**src/hdl/assert_macros.svh**
```systemverilog
// ---------------------------------------------------------------------------
// Assertion macros
// Shared wrappers for the concurrent checks of the range median filter.
// ---------------------------------------------------------------------------
`ifndef ASSERT_MACROS_SVH
`define ASSERT_MACROS_SVH

// Clocked check that is switched off while reset is high.
`define RMF_ASSERT(lbl, clk, rst, prop, msg) \
  lbl: assert property (@(posedge clk) disable iff (rst) prop) else $error(msg);

// Clocked check that also holds during reset.
`define RMF_ASSERT_ALWAYS(lbl, clk, prop, msg) \
  lbl: assert property (@(posedge clk) prop) else $error(msg);

`endif

```
**src/hdl/rmf_pkg.sv**
```systemverilog
// ---------------------------------------------------------------------------
// Range median filter package
// Field widths, word types and the control bundle shared by the filter.
// ---------------------------------------------------------------------------
package rmf_pkg;

  localparam int HalfWindowDef = 2;
  localparam int RangeW        = 17;
  localparam int TagW          = 12;

  typedef struct packed {
    logic signed [RangeW-1:0] range_in;
    logic [TagW-1:0]          angle_tag_in;
    logic                     scan_start;
  } in_word_t;

  typedef struct packed {
    logic signed [RangeW-1:0] median_range;
    logic [TagW-1:0]          angle_tag_out;
  } out_word_t;

  typedef struct packed {
    logic shift;
    logic advance;
  } ctl_t;

endpackage

```
**src/hdl/range_median_filter_5_top.sv**
```systemverilog
// A completed window is ranked into the cell registers, then held in the result.
// Throughput: one word per cycle, set by the ranking cells, unless result_stall.
// Each cell ranks its sample against the whole window in one stage.
// Reset clears the fill count and all valid flags; samples need no reset.
// ---------------------------------------------------------------------------
// Range median filter top level
// Sliding window median over the range samples of one scan.
// ---------------------------------------------------------------------------
`include "assert_macros.svh"

module range_median_filter_5_top #(
  parameter int HALF_WINDOW = rmf_pkg::HalfWindowDef
) (
  input  logic                clk,
  input  logic                rst,
  input  rmf_pkg::in_word_t   sample,
  input  logic                sample_valid,
  output logic                sample_stall,
  output rmf_pkg::out_word_t  result,
  output logic                result_valid,
  input  logic                result_stall
);
  import rmf_pkg::*;

  localparam int WIN    = 2 * HALF_WINDOW + 1;
  localparam int RANK_W = $clog2(WIN);
  localparam int FILL_W = $clog2(WIN + 1);

  ctl_t                     ctl;
  logic                     accept;
  logic [FILL_W-1:0]        fill;
  logic [FILL_W-1:0]        fill_next;
  logic                     res_pend;
  logic                     rank_valid;
  logic [TagW-1:0]          ctr_tag;
  logic [TagW-1:0]          tag_line [HALF_WINDOW+1];
  logic signed [RangeW-1:0] taps [WIN];
  logic signed [RangeW-1:0] ranked [WIN];
  logic [RANK_W-1:0]        ranks [WIN];

  assign ctl.advance  = !result_valid || !result_stall;
  assign sample_stall = !ctl.advance;
  assign accept       = sample_valid && ctl.advance;
  assign ctl.shift    = accept;

  always_comb begin
    if (sample.scan_start) begin
      fill_next = FILL_W'(1);
    end else if (fill == FILL_W'(WIN)) begin
      fill_next = fill;
    end else begin
      fill_next = fill + FILL_W'(1);
    end
  end

  always_ff @(posedge clk) begin
    if (rst) begin
      fill       <= '0;
      res_pend   <= 1'b0;
      rank_valid <= 1'b0;
    end else if (ctl.advance) begin
      res_pend   <= accept && (fill_next == FILL_W'(WIN));
      rank_valid <= res_pend;
      if (accept) begin
        fill <= fill_next;
      end
    end
  end

  always_ff @(posedge clk) begin
    if (accept) begin
      tag_line[0] <= sample.angle_tag_in;
      for (int i = 1; i <= HALF_WINDOW; i++) begin
        tag_line[i] <= tag_line[i-1];
      end
    end
    if (ctl.advance) begin
      ctr_tag <= tag_line[HALF_WINDOW];
    end
  end

  for (genvar g = 0; g < WIN; g++) begin : g_cell
    rmf_cell #(
      .WIN    (WIN),
      .INDEX  (g),
      .RANK_W (RANK_W)
    ) u_cell (
      .clk    (clk),
      .ctl    (ctl),
      .prev   ((g == 0) ? sample.range_in : taps[(g == 0) ? 0 : g - 1]),
      .win    (taps),
      .tap    (taps[g]),
      .ranked (ranked[g]),
      .rank   (ranks[g])
    );
  end

  rmf_select #(
    .WIN    (WIN),
    .HALF   (HALF_WINDOW),
    .RANK_W (RANK_W)
  ) u_select (
    .clk          (clk),
    .rst          (rst),
    .ctl          (ctl),
    .rank_valid   (rank_valid),
    .ranks        (ranks),
    .vals         (ranked),
    .ctr_tag      (ctr_tag),
    .result       (result),
    .result_valid (result_valid)
  );

  // A pending median always comes from a full window of the current scan.
  `RMF_ASSERT(a_pend_full, clk, rst, res_pend |-> (fill == FILL_W'(WIN)), "no full window")
  // A scan start never yields a word for that same sample.
  `RMF_ASSERT(a_start_quiet, clk, rst, accept && sample.scan_start |=> !res_pend, "early word")
  // A new result word is always fed by the ranking stage.
  `RMF_ASSERT(a_out_src, clk, rst, $rose(result_valid) |-> $past(rank_valid), "unranked word")

endmodule

```
**src/hdl/rmf_cell.sv**
```systemverilog
// ---------------------------------------------------------------------------
// Range median filter cell
// Holds one window sample, hands it to the next cell and ranks it.
// ---------------------------------------------------------------------------
module rmf_cell #(
  parameter int WIN    = 5,
  parameter int INDEX  = 0,
  parameter int RANK_W = $clog2(WIN)
) (
  input  logic                                 clk,
  input  rmf_pkg::ctl_t                        ctl,
  input  logic signed [rmf_pkg::RangeW-1:0]    prev,
  input  logic signed [rmf_pkg::RangeW-1:0]    win [WIN],
  output logic signed [rmf_pkg::RangeW-1:0]    tap,
  output logic signed [rmf_pkg::RangeW-1:0]    ranked,
  output logic [RANK_W-1:0]                    rank
);
  import rmf_pkg::*;

  logic [WIN-1:0]    ahead;
  logic [RANK_W-1:0] rank_next;

  // A sample is ordered ahead of this one if it is smaller, or equal and
  // newer, so that the ranks across the window form a permutation.
  always_comb begin
    rank_next = '0;
    for (int j = 0; j < WIN; j++) begin
      ahead[j]  = (win[j] < tap) || ((win[j] == tap) && (j < INDEX));
      rank_next = rank_next + RANK_W'(ahead[j]);
    end
  end

  always_ff @(posedge clk) begin
    if (ctl.shift) begin
      tap <= prev;
    end
  end

  always_ff @(posedge clk) begin
    if (ctl.advance) begin
      rank   <= rank_next;
      ranked <= tap;
    end
  end

endmodule

```
**src/hdl/rmf_select.sv**
```systemverilog
// ---------------------------------------------------------------------------
// Range median filter select
// Picks the middle-ranked sample and holds the result word.
// ---------------------------------------------------------------------------
`include "assert_macros.svh"

module rmf_select #(
  parameter int WIN    = 5,
  parameter int HALF   = 2,
  parameter int RANK_W = $clog2(WIN)
) (
  input  logic                                 clk,
  input  logic                                 rst,
  input  rmf_pkg::ctl_t                        ctl,
  input  logic                                 rank_valid,
  input  logic [RANK_W-1:0]                    ranks [WIN],
  input  logic signed [rmf_pkg::RangeW-1:0]    vals [WIN],
  input  logic [rmf_pkg::TagW-1:0]             ctr_tag,
  output rmf_pkg::out_word_t                   result,
  output logic                                 result_valid
);
  import rmf_pkg::*;

  logic [WIN-1:0]    hit;
  logic [RangeW-1:0] med;

  always_comb begin
    med = '0;
    for (int i = 0; i < WIN; i++) begin
      hit[i] = (ranks[i] == RANK_W'(HALF));
      med    = med | (vals[i] & {RangeW{hit[i]}});
    end
  end

  always_ff @(posedge clk) begin
    if (rst) begin
      result_valid <= 1'b0;
    end else if (ctl.advance) begin
      result_valid <= rank_valid;
    end
  end

  always_ff @(posedge clk) begin
    if (ctl.advance) begin
      result.median_range  <= $signed(med);
      result.angle_tag_out <= ctr_tag;
    end
  end

  // Exactly one sample of a full window holds the middle rank.
  `RMF_ASSERT(a_one_median, clk, rst, rank_valid |-> $onehot(hit), "median rank not unique")

endmodule

```
**config.mk**
```make
export PLATFORM = sky130hd
export DESIGN_NAME = range_median_filter_5_top
export DESIGN_NICKNAME = d
export VERILOG_FILES = /design/src/hdl/rmf_pkg.sv /design/src/hdl/range_median_filter_5_top.sv /design/src/hdl/rmf_cell.sv /design/src/hdl/rmf_select.sv
export VERILOG_INCLUDE_DIRS = /design/src /design/src/hdl
export SDC_FILE = /design/constraint.sdc
export NUM_CORES = 1
export LEC_CHECK = 0
export BUFFER_PORTS_ARGS = -buffer_cell sky130_fd_sc_hd__buf_2
export CORE_ASPECT_RATIO = 0.5
export CORE_UTILIZATION = 45
export DETAILED_ROUTE_END_ITERATION = 12
export SLEW_MARGIN = 20
export SYNTH_ARGS = -nofsm -noshare
export SYNTH_HDL_FRONTEND = slang
export SYNTH_SLANG_ARGS = --single-unit
```
**constraint.sdc**
```tcl
create_clock -name clk -period 9.4 [get_ports clk]
set_input_delay 0.94 -clock clk [delete_from_list [all_inputs] [get_ports clk]]
set_output_delay 0.94 -clock clk [all_outputs]
set_load 0.005 [all_outputs]
```
======== Word-level counts from Yosys, hierarchy flattened ========
Memories as Yosys holds them, arrays and structs flattened. A register that Yosys moved wholly into a read port is not among the register bits.
Index checks and enable logic that the tools add are counted.
cells by class
  $add $sub $neg .......................... 21
  order comparisons ....................... 25
  eq/ne operators ......................... 17
  multiplexer cells ....................... 4
  bitwise operators ....................... 9
  reductions and logical operators ........ 17
operator list
  cell                                                  count
  < comparator 17 bit                                   25
  equality test 17 bit                                  10
  bitwise AND 17 bit                                    5
  OR 17 bit                                             4
  adder 3 x 1 -> 3 bit                                  15
  equality test 3 x 2 -> 1 bit (second input constant)  5
  logical OR 1 bit                                      11
  adder 1 x 1 -> 2 bit                                  5
  equality test 3 bit (second input constant)           2
  two-way mux 3 bit                                     2
  adder 3 x 1 -> 3 bit (second input constant)          1
  zero test 1 bit                                       3
  logical AND 1 bit                                     2
  two-way mux 1 bit                                     2
  AND reduction 2 bit                                   1
storage, ports and cells
  bits in registers ....................... 220
  bits in writable memories ............... 36
  input bits .............................. 34
  output and inout port bits .............. 31
  word-level logic and storage cells ...... 115
  memories kept ........................... 1
memory list
  memory    words  bits a word  read ports  clocked after memory_dff  wr ports  line                             text
  tag_line  3      12           3           1                         3         range_median_filter_5_top.sv:36  logic [TagW-1:0] tag_line [HALF_WINDOW+1];

======== Depth between registers and ports, before layout ========
  word-level depth ........................ 6
  gate-level depth with buffers ........... 13
  depth with buffers taken out ............ 13

======== Cells and area by module ========
A second synthesis with hierarchy kept.
unflattened totals
  cell total of the unflattened synthesis .. 1558
  area total of the unflattened synthesis .. 18386.4 um^2
modules (own cells, without submodules)
  module                        instances  cells an instance  area an instance (um^2)  seq. area each (um^2)
  rmf_cell at g_cell[4].u_cell  1          281                3099.2                   1111.1
  rmf_cell at g_cell[3].u_cell  1          275                3052.9                   1111.1
  rmf_cell at g_cell[2].u_cell  1          266                3045.4                   1111.1
  rmf_cell at g_cell[1].u_cell  1          276                3029.2                   1111.1
  rmf_cell at g_cell[0].u_cell  1          267                2960.3                   1111.1
  range_median_filter_5_top     1          83                 1742.9                   1541.5
  rmf_select                    1          110                1456.4                   890.9

======== Worst setup path before layout ========
No wires, ideal clock.
  path type ............................... input -> register
  start point ............................. in result_stall
  end point ............................... reg fill[1]
  setup time .............................. 0.121 ns
  data arrival time ....................... 8.432 ns
  path slack .............................. 0.847 ns
  stages on the path ...................... 6
  path buffers ............................ 1
  cells stage by stage .................... nand2_1 and2_0 clkbuf_1 o21ai_0 a22oi_1 nor2_1
on the way
  word-level cells in the longest chain between the ends .. 4
RTL lines
  element                        line                             text
  start: declaration             range_median_filter_5_top.sv:21  input logic result_stall
  zero test 1 bit                range_median_filter_5_top.sv:41  assign ctl.advance = !result_valid || !result_stall;
  logical OR 1 bit               range_median_filter_5_top.sv:41
  logical AND 1 bit              range_median_filter_5_top.sv:43  assign accept = sample_valid && ctl.advance;
  via accept                     range_median_filter_5_top.sv:30  logic accept;
  AND reduction 2 bit (no line)  -
  end signal: assignment         range_median_filter_5_top.sv:65  fill <= fill_next;
  end: declaration               range_median_filter_5_top.sv:31  logic [FILL_W-1:0] fill;
The timed path passes the listed nets, and every way through them passes these cells.
A chain may end at the register's enable or synchronous reset.

======== Worst setup path in the final report ========
  start point ............................. reg g_cell[1].u_cell.tap[10] in the netlist's numbering
  end point ............................... reg g_cell[2].u_cell.rank[1] (data pin)
on the way
  word-level cells in the longest chain between the ends .. 6
RTL lines
  element                                                      line            text
  start: declaration                                           rmf_cell.sv:14  output logic signed [rmf_pkg::RangeW-1:0] tap,
  start signal: assignment                                     rmf_cell.sv:35  tap <= prev;
  < comparator 17 bit or equality test 17 bit (tied branches)  rmf_cell.sv:28  ahead[j] = (win[j] < tap) || ((win[j] == tap) && (j < INDEX));
  logical OR 1 bit *                                           rmf_cell.sv:28
  adder 1 x 1 -> 2 bit *                                       rmf_cell.sv:29  rank_next = rank_next + RANK_W'(ahead[j]);
  adder 3 x 1 -> 3 bit * (3 in series)                         rmf_cell.sv:29
  via g_cell[2].u_cell.rank_next[1]                            rmf_cell.sv:21  logic [RANK_W-1:0] rank_next;
  end signal: assignment                                       rmf_cell.sv:41  rank <= rank_next;
  end: declaration                                             rmf_cell.sv:16  output logic [RANK_W-1:0] rank
Mark *: on every way through the listed nets, which the timed path passes. The rest lies on a longest branch.

==> results.md <==
- Rel. slew slack: 0.331
- Initial antenna violation count: 0
- Placer Congestion: 0.885
- Number of global-route vias before repair: 7718
- WL/cell: 21.4 µm
- H-tree depth reported by CTS: 1
- Post-Layout Cell Count: 1384
- Ant. Diodes: 0
- Final #Nets: 1212
- Worst hold slack: 0.412 ns
- CP max FO: 6
- Crit. End Element: flop
- Max-Cap Viols: 0
- Startpoint types: flop
- Top cell type's share of synthesized area: 0.608
- Port Buffers: 64
- CP Data Arrival Time: 3.94 ns
- Setup TNS: 0 ns
- Seq/Total Area, Yosys: 0.618
- Final Util: 0.519
- CP Data Required Time: 9.68 ns
- Die width: 242 µm
- Largest net degree at the start of global routing: 77
- Final setup viols: 0
- DRC Markers: 0
- Buf/Inv on CP: 0
- Routed WL: 29.7 mm
- End of the worst hold path: u_select.result[10]
- Syn Area/Cell: 14.4 µm²
- Core box area: 28000 µm²
- Final Critical Period: 3.66 ns
- Number of enable flip-flop cells after synthesis: 262
- Fin. Hold Viols: 0
- Unrepaired setup endpoints after global routing: no
- CTS sink cnt: 268
- Dpl hpwl: 21.6 mm
- Die height: 122 µm
- Setup slack, reg-to-reg: 5.74 ns
- Clock Root Buffer: clkbuf_16
- Clk_lat worst skew: 0.55 ns
- Main synth FF type: edfxtp_1
- Mapped Nets: 1121
- DR pass1 iterations: 5
- Row Count: 43
- Synth unique cells: 48
- Yosys top cell by area: edfxtp_1
- CTS tree: built
- Status: completed
- Num ports: 65
- Die Footprint: 29500 µm²
- Worst path slowest cell: o311ai_0
- Hold buffers post-CTS: 0
- CP cell instances: ha_1 > a21o_1 > a21oi_1 > o311ai_0 > a21oi_1 > o22a_1 > fa_1 > ha_1 > fa_1
- Initial drt markers: 572
- Hold depth: 0
- Share of cells above drive strength 1: 0.118
- HP Class: flop to flop
- First-pass GRT wire length: 45.7 mm
- Clock transition at path regs: 0.06 ns
- Cells after DPL: 1343
- Max Clk Rate: 273 MHz
- Area grow syn2layout: 12.2%
- TritonCTS Buffers: 24
- Synth area leaders: edfxtp_1 61%, ha_1 18%, inv_1 2.5%
- Worst slack, placed: 5.20 ns
- Layout Skew: 0.0207 ns
- Slack of the critical path: 5.74 ns
- Clock buffer depth: 3
- Pleak: 0.00622 µW
- Crit path max-delay family: adder cells
- Antenna viol nets, final: 0
- Critical R2R Launch: g_cell[1].u_cell.tap[10]
- Cells after synthesis: 896
- Final period util: 0.389
- Slowest stage delay, CP: 0.78 ns
- Synth warnings: 0
- Post-CTS setup buffer count: 0
- Synth Cell Area: 12900 µm²
- Vias: 7596
- Grt total ovfl: 0
- Setup CP Type: flop to flop
- PostCTS Resize Cnt: 0
- Yosys reg bits: 268
- Initial Util: 0.462
- Vias/cell: 5.49
- Hold path start: ctr_tag[10]
- GRT Util Overall: 0.208
- Reg2reg path depth: 9
- Count of pins over their slew limit: 0
- Worst slew pin tran: 1.00 ns
- P per Cell Area: 212 nW/µm²
- Asr flop ratio synth: 0
- IR drop worst, VDD: 114 µV
- Worst reg2reg path endpoint: g_cell[2].u_cell.rank[1]
logic make-up after synthesis:
| family | count (synthesis) | synth area share |
|---|---|---|
| flip-flops | 268 | 0.618 |
| XOR/XNOR | 2 | 0.00135 |
| AND/OR/NAND/NOR | 162 | 0.0657 |
| buffers and inverters | 92 | 0.0267 |
| adder cells (fa/ha/maj) | 191 | 0.189 |
| AO/OA/AOI/OAI | 181 | 0.0997 |
per-stage QoR:
stage	total power (µW)	cell area [µm²]
4_1_cts	3100	14500
3_3_place_gp	2160	13800
3_5_place_dp	2180	13800
2_1_floorplan	1900	12900
6_report	3070	14500
5_1_grt	3220	14500
area by class of cell:
class	instances	area (µm²)
Inverter	86	323
Clock buffer	29	619
Multi-Input combinational cell	536	4640
Sequential cell	268	7990
Clock inverter	12	91.3
Timing Repair Buffer	71	373
Tap cell	382	478
Fill cell	2395	13500
synthesized netlist by cell type (all sizes together) (2+ instances only):
cell type and count:
a211oi 8, a21o 42, a21oi 49, a221oi 3, a222oi 17, a22oi 18, a31o 2, a31oi 4
and3 2, clkbuf 6, dfxtp 6, edfxtp 262, fa 7, ha 184, inv 86, nand2 36
nand3 16, nand4 34, nor2 37, nor2b 12, nor3 11, nor3b 6, nor4 3, nor4bb 2
o2111ai 4, o211ai 3, o21ai 17, o31ai 5, xnor2 2
how the worst max path moves through the flow:
stage / startpoint / to / cells after the start / slack (ns)
after detailed placement: result_stall / fill[1] / 7 / 5.20
after global routing: g_cell[2].u_cell.tap[10] / g_cell[2].u_cell.rank[1] / 10 / 5.46
after CTS: g_cell[1].u_cell.tap[10] / g_cell[2].u_cell.rank[1] / 9 / 5.77
after floorplan: result_stall / fill[1] / 6 / 0.85
final: g_cell[1].u_cell.tap[10] / g_cell[2].u_cell.rank[1] / 9 / 5.74
after global placement: result_stall / fill[1] / 7 / 5.40
sequential cells by signal, summed over array words and instances, names as in the netlist:
| name | cells |
|---|---|
| ctr_tag | 12 |
| fill | 3 |
| g_cell.u_cell.rank | 15 |
| g_cell.u_cell.ranked | 85 |
| g_cell.u_cell.tap | 85 |
| rank_valid | 1 |
| res_pend | 1 |
| tag_line | 36 |
| u_select.result | 29 |
| u_select.result_valid | 1 |
layer usage:
metal / vias up / global-route usage / routed length (µm)
li1: 3675 / - / -
met1: 3709 / 0.309 / 15000
met5: - / 0 / 0
met2: 169 / 0.311 / 12300
met4: 0 / 0.0514 / 701
met3: 43 / 0.0414 / 1650
placed cells by master, fill, tap and decap left out, types with 24 or more instances in the layout:
cell type and n:
clkbuf_16 24, nand2_1 35, ha_1 184, a21o_1 42, nor2_1 37, nand4_1 34, edfxtp_1 262, inv_1 86
a21oi_1 47, buf_2 64
power breakdown:
| part | switching, µW | leakage, µW | internal (µW) |
|---|---|---|---|
| combinational | 350 | 0.00312 | 241 |
| clock | 425 | 0.000352 | 496 |
| sequential | 75.3 | 0.00274 | 1480 |
(Power assumes the default switching activity.)
